`config.mk`:
```
export PLATFORM = sky130hd
export DESIGN_NAME = sync_framed_command_deframer_top
export DESIGN_NICKNAME = d
export VERILOG_FILES = /design/src/hw/rtl/sfcd_pkg.sv /design/src/hw/rtl/sfcd_ctrl.sv /design/src/hw/rtl/sfcd_datapath.sv /design/src/hw/rtl/sync_framed_command_deframer_top.sv
export SDC_FILE = /design/constraint.sdc
export NUM_CORES = 1
export LEC_CHECK = 0
export BUFFER_PORTS_ARGS = -buffer_cell sky130_fd_sc_hd__buf_2
export CAP_MARGIN = 10
export CORE_MARGIN = 3
export CORE_UTILIZATION = 67
export CTS_CLUSTER_SIZE = 30
export DETAILED_ROUTE_END_ITERATION = 10
export PLACE_DENSITY = 0.84
export SLEW_MARGIN = 20
export SYNTH_ARGS = -nofsm -noshare
export SYNTH_HDL_FRONTEND = slang
export SYNTH_HIERARCHICAL = 1
export SYNTH_SLANG_ARGS = --single-unit
```
`constraint.sdc`:
```
create_clock -name i_clk -period 7.5 [get_ports i_clk]
set_input_delay 0.375 -clock i_clk [delete_from_list [all_inputs] [get_ports i_clk]]
set_output_delay 0.375 -clock i_clk [all_outputs]
set_load 0.1 [all_outputs]
```
`src/hw/rtl/sfcd_pkg.sv`:
```
package sfcd_pkg;

    localparam int MAX_PAYLOAD   = 64;
    localparam int POS_WIDTH     = 6;
    localparam int LEN_WIDTH     = 7;
    localparam int CFG_ADDR_W    = 3;
    localparam int CFG_DATA_W    = 16;
    localparam int TDATA_WIDTH   = 40;

    // configuration register indexes, the two spare ones are ignored
    typedef enum logic [CFG_ADDR_W-1:0] {
        REG_SYNC1    = 3'd0,
        REG_SYNC2    = 3'd1,
        REG_POLY     = 3'd2,
        REG_INIT     = 3'd3,
        REG_REFL_IN  = 3'd4,
        REG_REFL_OUT = 3'd5,
        REG_SPARE_6  = 3'd6,
        REG_SPARE_7  = 3'd7
    } t_reg_index;

    typedef struct packed {
        logic crc_feed;
        logic crc_init;
        logic ld_cmd_h;
        logic ld_cmd_l;
        logic ld_len;
        logic clr_len;
        logic wr_payload;
        logic ld_crc_h;
        logic ld_crc_l;
        logic clr_k;
        logic rd_payload;
        logic ld_out_payload;
        logic ld_out_empty;
    } t_cmd;

    typedef struct packed {
        logic is_sync1;
        logic is_sync2;
        logic len_too_big;
        logic byte_zero;
        logic len_zero;
        logic fill_done;
        logic crc_match;
        logic last_k;
        logic out_free;
    } t_status;

endpackage

```
`src/hw/rtl/sfcd_ctrl.sv`:
```
module sfcd_ctrl (
    input  logic             i_clk,
    input  logic             i_rst_n,
    input  logic             i_in_valid,
    output logic             o_in_ready,
    input  sfcd_pkg::t_status i_status,
    output sfcd_pkg::t_cmd   o_cmd
);

    localparam logic [3:0] ST_SYNC1   = 4'd0;
    localparam logic [3:0] ST_SYNC2   = 4'd1;
    localparam logic [3:0] ST_CMD_H   = 4'd2;
    localparam logic [3:0] ST_CMD_L   = 4'd3;
    localparam logic [3:0] ST_LEN     = 4'd4;
    localparam logic [3:0] ST_PAYLOAD = 4'd5;
    localparam logic [3:0] ST_CRC_H   = 4'd6;
    localparam logic [3:0] ST_CRC_L   = 4'd7;
    localparam logic [3:0] ST_CHECK   = 4'd8;
    localparam logic [3:0] ST_EMPTY   = 4'd9;
    localparam logic [3:0] ST_EMIT_RD = 4'd10;
    localparam logic [3:0] ST_EMIT_LD = 4'd11;

    logic [3:0] r_state;
    logic [3:0] n_state;
    logic       w_accept;

    // parse states take one byte per cycle
    assign o_in_ready = (r_state <= ST_CRC_L);
    assign w_accept   = i_in_valid && o_in_ready;

    always_ff @(posedge i_clk) begin
        if (!i_rst_n) begin
            r_state <= ST_SYNC1;
        end else begin
            r_state <= n_state;
        end
    end

    always_comb begin
        n_state = r_state;
        o_cmd   = '0;
        case (r_state)
            ST_SYNC1: begin
                if (w_accept && i_status.is_sync1) begin
                    o_cmd.crc_feed = 1'b1;
                    o_cmd.crc_init = 1'b1;
                    n_state        = ST_SYNC2;
                end
            end
            ST_SYNC2: begin
                if (w_accept) begin
                    if (i_status.is_sync2) begin
                        o_cmd.crc_feed = 1'b1;
                        n_state        = ST_CMD_H;
                    end else if (i_status.is_sync1) begin
                        o_cmd.crc_feed = 1'b1;
                        o_cmd.crc_init = 1'b1;
                        n_state        = ST_SYNC2;
                    end else begin
                        n_state = ST_SYNC1;
                    end
                end
            end
            ST_CMD_H: begin
                if (w_accept) begin
                    o_cmd.crc_feed = 1'b1;
                    o_cmd.ld_cmd_h = 1'b1;
                    n_state        = ST_CMD_L;
                end
            end
            ST_CMD_L: begin
                if (w_accept) begin
                    o_cmd.crc_feed = 1'b1;
                    o_cmd.ld_cmd_l = 1'b1;
                    n_state        = ST_LEN;
                end
            end
            ST_LEN: begin
                if (w_accept) begin
                    if (i_status.len_too_big) begin
                        o_cmd.clr_len = 1'b1;
                        n_state       = ST_SYNC1;
                    end else begin
                        o_cmd.crc_feed = 1'b1;
                        o_cmd.ld_len   = 1'b1;
                        n_state        = i_status.byte_zero ? ST_CRC_H : ST_PAYLOAD;
                    end
                end
            end
            ST_PAYLOAD: begin
                if (w_accept) begin
                    o_cmd.crc_feed   = 1'b1;
                    o_cmd.wr_payload = 1'b1;
                    if (i_status.fill_done) begin
                        n_state = ST_CRC_H;
                    end
                end
            end
            ST_CRC_H: begin
                if (w_accept) begin
                    o_cmd.ld_crc_h = 1'b1;
                    n_state        = ST_CRC_L;
                end
            end
            ST_CRC_L: begin
                if (w_accept) begin
                    o_cmd.ld_crc_l = 1'b1;
                    n_state        = ST_CHECK;
                end
            end
            ST_CHECK: begin
                if (!i_status.crc_match) begin
                    n_state = ST_SYNC1;
                end else if (i_status.len_zero) begin
                    n_state = ST_EMPTY;
                end else begin
                    o_cmd.clr_k = 1'b1;
                    n_state     = ST_EMIT_RD;
                end
            end
            ST_EMPTY: begin
                if (i_status.out_free) begin
                    o_cmd.ld_out_empty = 1'b1;
                    n_state            = ST_SYNC1;
                end
            end
            ST_EMIT_RD: begin
                o_cmd.rd_payload = 1'b1;
                n_state          = ST_EMIT_LD;
            end
            ST_EMIT_LD: begin
                if (i_status.out_free) begin
                    o_cmd.ld_out_payload = 1'b1;
                    n_state = i_status.last_k ? ST_SYNC1 : ST_EMIT_RD;
                end
            end
            default: begin
                n_state = ST_SYNC1;
            end
        endcase
    end

endmodule

```
`src/hw/rtl/sfcd_datapath.sv`:
```
module sfcd_datapath (
    input  logic                                i_clk,
    input  logic                                i_rst_n,
    input  logic [7:0]                          i_rx_byte,
    input  logic                                i_cfg_we,
    input  logic [sfcd_pkg::CFG_ADDR_W-1:0]     i_cfg_addr,
    input  logic [sfcd_pkg::CFG_DATA_W-1:0]     i_cfg_wdata,
    input  sfcd_pkg::t_cmd                      i_cmd,
    output sfcd_pkg::t_status                   o_status,
    output logic                                o_out_valid,
    input  logic                                i_out_ready,
    output logic [sfcd_pkg::TDATA_WIDTH-1:0]    o_out_data,
    output logic                                o_out_user,
    output logic                                o_out_last
);

    localparam int PW = sfcd_pkg::POS_WIDTH;
    localparam int LW = sfcd_pkg::LEN_WIDTH;

    function automatic logic [7:0] rev8(input logic [7:0] v);
        logic [7:0] r;
        for (int i = 0; i < 8; i++) begin
            r[i] = v[7-i];
        end
        return r;
    endfunction

    function automatic logic [15:0] rev16(input logic [15:0] v);
        logic [15:0] r;
        for (int i = 0; i < 16; i++) begin
            r[i] = v[15-i];
        end
        return r;
    endfunction

    function automatic logic [15:0] crc_byte(input logic [15:0] base, input logic [7:0] d,
                                             input logic [15:0] poly);
        logic [15:0] c;
        c = base ^ {d, 8'h00};
        for (int i = 0; i < 8; i++) begin
            c = c[15] ? ({c[14:0], 1'b0} ^ poly) : {c[14:0], 1'b0};
        end
        return c;
    endfunction

    // configuration
    logic [7:0]  r_sync1;
    logic [7:0]  r_sync2;
    logic [15:0] r_poly;
    logic [15:0] r_init;
    logic        r_refl_in;
    logic        r_refl_out;

    // frame state
    logic [15:0]   r_crc;
    logic [15:0]   r_cmd_id;
    logic [LW-1:0] r_held_len;
    logic [LW-1:0] r_fill;
    logic [7:0]    r_crc_hi;
    logic [15:0]   r_crc_rx;
    logic [PW-1:0] r_k;

    logic [7:0] r_mem [0:sfcd_pkg::MAX_PAYLOAD-1];
    logic [7:0] r_rd_data;

    // output register
    logic          r_out_valid;
    logic [15:0]   r_out_cmd;
    logic [LW-1:0] r_out_len;
    logic          r_out_has;
    logic [PW-1:0] r_out_pos;
    logic [7:0]    r_out_byte;
    logic          r_out_last;

    logic [15:0]   w_crc_base;
    logic [15:0]   w_crc_next;
    logic [7:0]    w_crc_in;
    logic [15:0]   w_crc_calc;
    logic [LW-1:0] w_fill_inc;
    logic [LW-1:0] w_k_inc;

    assign w_crc_in   = r_refl_in ? rev8(i_rx_byte) : i_rx_byte;
    assign w_crc_base = i_cmd.crc_init ? r_init : r_crc;
    assign w_crc_next = crc_byte(w_crc_base, w_crc_in, r_poly);
    assign w_crc_calc = r_refl_out ? rev16(r_crc) : r_crc;
    assign w_fill_inc = r_fill + LW'(1);
    assign w_k_inc    = {1'b0, r_k} + LW'(1);

    assign o_status.is_sync1    = (i_rx_byte == r_sync1);
    assign o_status.is_sync2    = (i_rx_byte == r_sync2);
    assign o_status.len_too_big = (i_rx_byte > 8'(sfcd_pkg::MAX_PAYLOAD));
    assign o_status.byte_zero   = (i_rx_byte == 8'd0);
    assign o_status.len_zero    = (r_held_len == '0);
    assign o_status.fill_done   = (w_fill_inc >= r_held_len);
    assign o_status.crc_match   = (r_crc_rx == w_crc_calc);
    assign o_status.last_k      = (w_k_inc == r_held_len);
    assign o_status.out_free    = !r_out_valid || i_out_ready;

    always_ff @(posedge i_clk) begin
        if (!i_rst_n) begin
            r_sync1    <= 8'hAA;
            r_sync2    <= 8'h55;
            r_poly     <= 16'h1021;
            r_init     <= 16'hFFFF;
            r_refl_in  <= 1'b0;
            r_refl_out <= 1'b0;
        end else if (i_cfg_we) begin
            case (i_cfg_addr)
                sfcd_pkg::REG_SYNC1:    r_sync1    <= i_cfg_wdata[7:0];
                sfcd_pkg::REG_SYNC2:    r_sync2    <= i_cfg_wdata[7:0];
                sfcd_pkg::REG_POLY:     r_poly     <= i_cfg_wdata;
                sfcd_pkg::REG_INIT:     r_init     <= i_cfg_wdata;
                sfcd_pkg::REG_REFL_IN:  r_refl_in  <= i_cfg_wdata[0];
                sfcd_pkg::REG_REFL_OUT: r_refl_out <= i_cfg_wdata[0];
                default: begin
                end
            endcase
        end
    end

    always_ff @(posedge i_clk) begin
        if (!i_rst_n) begin
            r_crc      <= 16'hFFFF;
            r_held_len <= '0;
            r_fill     <= '0;
            r_k        <= '0;
        end else begin
            if (i_cmd.crc_feed) begin
                r_crc <= w_crc_next;
            end
            if (i_cmd.ld_len) begin
                r_held_len <= i_rx_byte[LW-1:0];
                r_fill     <= '0;
            end else if (i_cmd.clr_len) begin
                r_held_len <= '0;
                r_fill     <= '0;
            end else if (i_cmd.wr_payload) begin
                r_fill <= w_fill_inc;
            end
            if (i_cmd.clr_k) begin
                r_k <= '0;
            end else if (i_cmd.ld_out_payload) begin
                r_k <= w_k_inc[PW-1:0];
            end
        end
    end

    always_ff @(posedge i_clk) begin
        if (i_cmd.ld_cmd_h) begin
            r_cmd_id[15:8] <= i_rx_byte;
        end
        if (i_cmd.ld_cmd_l) begin
            r_cmd_id[7:0] <= i_rx_byte;
        end
        if (i_cmd.ld_crc_h) begin
            r_crc_hi <= i_rx_byte;
        end
        if (i_cmd.ld_crc_l) begin
            r_crc_rx <= {r_crc_hi, i_rx_byte};
        end
    end

    // payload store, one write and one registered read port
    always_ff @(posedge i_clk) begin
        if (i_cmd.wr_payload) begin
            r_mem[r_fill[PW-1:0]] <= i_rx_byte;
        end
        if (i_cmd.rd_payload) begin
            r_rd_data <= r_mem[r_k];
        end
    end

    always_ff @(posedge i_clk) begin
        if (!i_rst_n) begin
            r_out_valid <= 1'b0;
        end else if (i_cmd.ld_out_payload || i_cmd.ld_out_empty) begin
            r_out_valid <= 1'b1;
        end else if (i_out_ready) begin
            r_out_valid <= 1'b0;
        end
    end

    always_ff @(posedge i_clk) begin
        if (i_cmd.ld_out_payload) begin
            r_out_cmd  <= r_cmd_id;
            r_out_len  <= r_held_len;
            r_out_has  <= 1'b1;
            r_out_pos  <= r_k;
            r_out_byte <= r_rd_data;
            r_out_last <= o_status.last_k;
        end else if (i_cmd.ld_out_empty) begin
            r_out_cmd  <= r_cmd_id;
            r_out_len  <= '0;
            r_out_has  <= 1'b0;
            r_out_pos  <= '0;
            r_out_byte <= 8'h00;
            r_out_last <= 1'b1;
        end
    end

    assign o_out_valid = r_out_valid;
    assign o_out_data  = {3'b000, r_out_byte, r_out_pos, r_out_len, r_out_cmd};
    assign o_out_user  = r_out_has;
    assign o_out_last  = r_out_last;

endmodule

```
`src/hw/rtl/sync_framed_command_deframer_top.sv`:
```
// Frame receiver for a byte stream: hunts for two sync bytes, then takes a big-endian
// command id, a length byte (0 to 64, larger drops the frame), the payload and a
// big-endian CRC-16 over everything before it. Bytes are taken one per cycle while a
// frame is parsed, so a frame of n payload bytes has n + 7 bytes. After the last
// CRC byte the block checks the CRC (a bad frame goes straight back to the sync hunt);
// a good frame then gives one result per payload byte, each made by a registered
// read of the payload memory and then a load of the output register, or a
// single result with tuser low for an empty frame. s_axis_tready stays low from the
// check until the last result is in the output register, also while the output
// register waits on m_axis_tready.
module sync_framed_command_deframer_top (
    input  logic                                i_clk,
    input  logic                                i_rst_n,
    input  logic                                s_axis_tvalid,
    output logic                                s_axis_tready,
    input  logic [7:0]                          s_axis_tdata,  // rx_byte
    output logic                                m_axis_tvalid,
    input  logic                                m_axis_tready,
    // command_id, frame_length, byte_position, payload_byte, zero pad
    output logic [sfcd_pkg::TDATA_WIDTH-1:0]    m_axis_tdata,
    output logic                                m_axis_tuser,  // has_payload
    output logic                                m_axis_tlast,
    input  logic                                i_cfg_we,
    input  logic [sfcd_pkg::CFG_ADDR_W-1:0]     i_cfg_addr,
    input  logic [sfcd_pkg::CFG_DATA_W-1:0]     i_cfg_wdata
);

    sfcd_pkg::t_cmd    w_cmd;
    sfcd_pkg::t_status w_status;

    sfcd_ctrl u_ctrl (
        .i_clk      (i_clk),
        .i_rst_n    (i_rst_n),
        .i_in_valid (s_axis_tvalid),
        .o_in_ready (s_axis_tready),
        .i_status   (w_status),
        .o_cmd      (w_cmd)
    );

    sfcd_datapath u_datapath (
        .i_clk       (i_clk),
        .i_rst_n     (i_rst_n),
        .i_rx_byte   (s_axis_tdata),
        .i_cfg_we    (i_cfg_we),
        .i_cfg_addr  (i_cfg_addr),
        .i_cfg_wdata (i_cfg_wdata),
        .i_cmd       (w_cmd),
        .o_status    (w_status),
        .o_out_valid (m_axis_tvalid),
        .i_out_ready (m_axis_tready),
        .o_out_data  (m_axis_tdata),
        .o_out_user  (m_axis_tuser),
        .o_out_last  (m_axis_tlast)
    );

    a_no_emit_while_parsing: assert property (@(posedge i_clk) disable iff (!i_rst_n)
        !(s_axis_tready && (w_cmd.ld_out_payload || w_cmd.ld_out_empty)))
        else $error("result loaded while input is open");

    a_load_into_free_slot: assert property (@(posedge i_clk) disable iff (!i_rst_n)
        (w_cmd.ld_out_payload || w_cmd.ld_out_empty) |-> (!m_axis_tvalid || m_axis_tready))
        else $error("output register overwritten");

    a_empty_frame_shape: assert property (@(posedge i_clk) disable iff (!i_rst_n)
        (m_axis_tvalid && !m_axis_tuser) |-> (m_axis_tlast && m_axis_tdata[22:16] == 7'd0))
        else $error("bad empty frame result");

    a_position_in_range: assert property (@(posedge i_clk) disable iff (!i_rst_n)
        (m_axis_tvalid && m_axis_tuser) |->
            ({1'b0, m_axis_tdata[28:23]} < m_axis_tdata[22:16]))
        else $error("byte position beyond frame length");

endmodule
```
**Word-level counts from Yosys, hierarchy flattened**

Memory sizes are Yosys's and may differ from the RTL's. A register that Yosys moved wholly into a read port is not among the register bits.
Index checks and enable logic that the tools add are counted.

- Register bits: 170
- Memory bits (writable): 512
- Output and inout port bits: 44
- Logic and storage cells: 162
- Memories: 1

- $add $sub $neg: 2
- $lt $le $gt $ge: 3
- Equality and inequality tests: 31
- Multiplexer cells: 71
- Bitwise logic cells: 10
- Reductions and logical operators: 22

Memories:

| memory | words | bits a word | rd ports | clocked after memory_dff | wr ports | RTL line | RTL |
|---|---|---|---|---|---|---|---|
| u_datapath.r_mem | 64 | 8 | 1 | 1 | 1 | sfcd_datapath.sv:63 | `logic [7:0] r_mem [0:sfcd_pkg::MAX_PAYLOAD-1];` |

Operators with widths:

| kind | count |
|---|---|
| $mux 16 | 12 |
| $xor 16x16->16 | 9 |
| $mux 4 | 14 |
| $pmux 4 s12 | 1 |
| $mux 7 | 4 |
| $mux 1 | 25 |
| $mux 8 | 3 |
| $ne 2x1->1 const B | 11 |
| $eq 16x16->1 | 1 |
| $eq 4x3->1 const B | 4 |
| $eq 4x4->1 const B | 4 |
| $eq 8x8->1 | 2 |
| $mux 2 | 8 |
| $mux 6 | 2 |
| $reduce_and 2->1 | 6 |
| $reduce_and 11->1 | 1 |
| $eq 4x2->1 const B | 2 |
| $gt 8x7->1 const B | 1 |
| $logic_not 8->1 | 1 |
| $add 6x1->7 const B | 1 |
| $add 7x1->7 const B | 1 |
| $eq 7x7->1 | 1 |
| $ge 7x7->1 | 1 |
| $logic_not 7->1 | 1 |
| 16 further kinds | 23 |

**Depth between registers and ports, before layout**

- Word-level depth: 23
- Depth in mapped cells: 25
- Gate-level depth less buffers: 18

**Cells and area by module**

Netlist, hierarchy kept.

Modules (own cells, without submodules):

| module | times used | cells each | area each (um^2) | sequential area each (um^2) |
|---|---|---|---|---|
| sfcd_datapath | 1 | 1840 | 29437.0 | 19718.9 |
| sfcd_ctrl | 1 | 77 | 548.0 | 80.1 |

**Worst setup path before layout**

Ideal clock, no wire load.

- Path type: input port to flip-flop
- Start: in s_axis_tdata[6]
- End: reg u_datapath.r_crc[1]
- Arrival time: 5.150 ns
- Required time: 7.384 ns
- Slack: 2.234 ns
- Stages: 22
- Path through: clkbuf_1 xnor2_1 nand4_1 nor2_1 a211oi_1 and3_1 buf_6 mux2i_1 xnor2_1 or4_4 a31o_4 a211oi_4 mux2i_1 xnor3_2 xnor3_1 nor3_4 buf_6 nor2_1 xor2_1 clkbuf_1 nand2_1 o211a_1

RTL lines:

| what | RTL line | RTL |
|---|---|---|
| from (decl) | sync_framed_command_deframer_top.sv:16 | `input logic [7:0] s_axis_tdata,` |
| to (signal assigned) | sfcd_datapath.sv:129 | `r_crc <= w_crc_next;` |
| to (decl) | sfcd_datapath.sv:55 | `logic [15:0] r_crc;` |

==> metrics.md <==
| Metric | Value |
|---|---|
| Outcome | `finished clean` |
| Post-Route WL | `between 70000 and 80000 um` |
| Final #Nets | `2000` |
| DR vias/cell | `7.07` |
| Hold Path Class | `input port to register` |
| Dpl cell area | `0.0308 mm^2` |
| Max-cap violations | `0` |
| Wire length per cell | `between 30 and 40 um` |
| Longest Clk Path Bufs | `3` |
| GRT Overall Usage | `0.343` |
| Mapped Area | `0.0300 mm^2` |
| Die ar. | `0.0473 mm^2` |
| Worst-Margin Slew | `around 1.0 ns` |
| GP Congestion | `0.912` |
| Worst-path maximum fanout | `17` |
| Drt initial violations | `between 2000 and 3000` |
| Number of distinct library cells after synthesis | `74` |
| Vias in the first global route | `18051` |
| Crit end category | `register` |
| Fin area | `roughly 0.033 mm^2` |
| IO buf count | `72` |
| Endpoints failing setup | `0` |
| CTS Root Cell | `clkbuf_16` |
| Most common cell after layout, fill and taps aside | `edfxtp_1` |
| Clock latency on the worst-skew pair | `0.63 ns` |
| PwrDens | `~260 mW/mm^2` |
| Via count | `between 15000 and 20000` |
| Register area share after synthesis | `0.660` |
| Syn. warnings | `6` |
| Pin count of the biggest net entering global routing | `80` |
| Top-area cell type share of the netlist area | `0.599` |
| Post-synth EDFFs | `598` |
| Cts bufs inserted | `68` |
| Die H | `between 200 and 250 um` |
| WS Path Type | `register to register` |
| Commonest cells after routing, fill and taps aside | `edfxtp_1 (598), nand2_1 (214), mux4_2 (168)` |
| # resized after CTS | `0` |
| CP Data Arrival Time | `around 7.3 ns` |
| Final hold vios | `0` |
| Worst-path clk slew | `roughly 0.06 ns` |
| Routed Antenna Nets | `0` |
| Relative slew slack | `0.327` |
| Slew Limit Fails | `0` |
| Core ar. | `0.0436 mm^2` |
| Horiz. Die Dim | `around 220 um` |
| Initial antenna violation count | `5` |
| Static leakage | `~11 nW` |
| Top cells by area, synth | `edfxtp_1 (60%), mux4_2 (13%), dfxtp_1 (6.1%), xnor2_1 (2.7%), nand2_1 (2.7%)` |
| Hold Slack | `0.0255 ns` |
| DRC Markers | `0` |
| Boundary pin count | `between 70 and 80` |
| Startpoint class of the critical path | `register` |
| Initial core utilization | `0.687` |
| Overflow left after global routing | `0` |
| VDD IR max | `213 uV` |
| Row cnt | `76` |
| Synthesis-to-finish area growth | `10.0%` |
| Max Clock Freq | `145 MHz` |
| Top FF cell, synth | `edfxtp_1` |
| CTS hold repair buffers | `0` |
| Total power | `between 0.008 and 0.009 W` |
| Final HPWL DP | `46100 um` |
| Final period util | `0.920` |
| Sum Neg Setup Slack | `0 ns` |
| Clock Skew | `0.0319 ns` |
| Average size of a mapped cell | `15.6 um^2` |
| H-tree depth | `3` |
| WP data required | `7.94 ns` |
| CTS tree | `built` |
| Post-CTS setup buffer count | `0` |
| Post-synth top area cell | `edfxtp_1` |
| Fin crit period | `6.90 ns` |
| DRT Pass-1 Iters | `7` |
| Flops & latches, synth | `690` |
| First-pass GRT wire length | `between 100000 and 150000 um` |
| Sink Count | `690` |
| Mapped Cells | `1917` |
| Layout cell share with drive strength beyond 1 | `0.205` |
| Asr flop ratio synth | `0` |
| RSZ-0062 raised after global routing | `no` |
[cell families (layout without fill, tap and decap cells)]
kind of cell,after synthesis,after routing,synth area share
other,1,5,0.000125
adders and majority gates,9,9,0.00376
DFF,690,690,0.660
AOI/OAI and AO/OA,146,146,0.0368
buffers and inverters,149,243,0.0208
xor gates and xnor gates,134,134,0.0465
and+or+nand+nor,590,590,0.0955
muxes,198,198,0.136
[where the power goes]
part           internal, W  switching, W
registers          0.00419     0.0000727
logic             0.000315      0.000456
clock network      0.00193       0.00145
total              0.00644       0.00197
[layout make-up]
cell class | instances | area, um^2
Antenna cell | 2 | 5.00
Clock buffer | 92 | 1910
Clock inverter | 32 | 280
Fill cell | 2340 | 10700
Inverter | 17 | 63.8
Multi-Input combinational cell | 1080 | 9590
Sequential cell | 690 | 19800
Tap cell | 585 | 732
Timing Repair Buffer | 102 | 598
[worst max-delay path: stages (launching register included)]
cell      delay (ns)
dfxtp_1         0.39
xnor2_1         0.12
nand4_1         0.13
nor2_1          0.11
a211oi_1        0.49
and3_1          0.31
buf_4           0.29
mux2i_1         0.39
xor2_1          0.66
a31oi_1         0.33
a211oi_4        0.43
mux2i_1         0.23
xnor3_2         0.51
xnor3_1         0.28
nor3_4          0.57
nor2_1          0.18
xor2_2          0.64
buf_4           0.35
and3_1          0.19
o311ai_1        0.09
[cells in the mapped netlist, types with 9 or more instances]
master and n:
clkbuf_1 92, buf_1 24, nor4bb_1 16, mux2i_1 29, a21boi_0 23, and2_1 23, nand2_1 214, nor3_1 27
xor2_1 26, nor2b_1 32, edfxtp_1 598, nand3_1 68, ha_1 9, o21ai_0 17, nand2b_1 12, a211oi_1 13
dfxtp_1 92, xnor2_1 92, nor2_1 116, xnor3_1 15, nand4_1 20, and3_1 16, inv_1 17, a21oi_1 24
nor3b_1 14, mux4_2 168
[worst paths after layout]
check,startpoint,endpoint,slack (ns),cells past startpoint
setup / recovery,u_datapath/r_sync2[5]$_SDFFE_PN0P_,u_datapath/r_crc[2]$_SDFFE_PN1P_,0.60,19
hold / removal,i_cfg_wdata[14],u_datapath/r_init[14]$_SDFFE_PN1P_,0.03,3
setup reg to reg,u_datapath/r_sync2[5]$_SDFFE_PN0P_,u_datapath/r_crc[2]$_SDFFE_PN1P_,0.60,19
hold reg to reg,u_datapath/r_crc_hi[4]$_DFFE_PP_,u_datapath/r_crc_rx[12]$_DFFE_PP_,0.42,0
[flip-flops by register name, indices dropped and copies added, names as in the netlist, 8 cells and up]
name,flops
u_datapath/r_cmd_id,16
u_datapath/r_crc,16
u_datapath/r_crc_hi,8
u_datapath/r_crc_rx,16
u_datapath/r_init,16
u_datapath/r_mem,512
u_datapath/r_out_byte,8
u_datapath/r_out_cmd,16
u_datapath/r_poly,16
u_datapath/r_rd_data,8
u_datapath/r_sync1,8
u_datapath/r_sync2,8
[per-layer routing]
layer	global-route usage	wire length (um)
met1	0.445	27000
met2	0.552	38300
met3	0.0915	9260
met4	0.156	4680
met5	0	44
[stage by stage]
| step | setup slack [ns] | cells | utilization |
|---|---|---|---|
| detailed placement | 0.412 | 2474 | 0.705 |
| floorplan | 2.23 | 1919 | - |
| CTS | 0.755 | 2598 | 0.756 |
| finish | 0.604 | 2600 | 0.756 |
| global route | 0.277 | 2598 | 0.756 |
| global placement | 0.785 | 2474 | 0.705 |
Power figures use the tool's default switching activity.
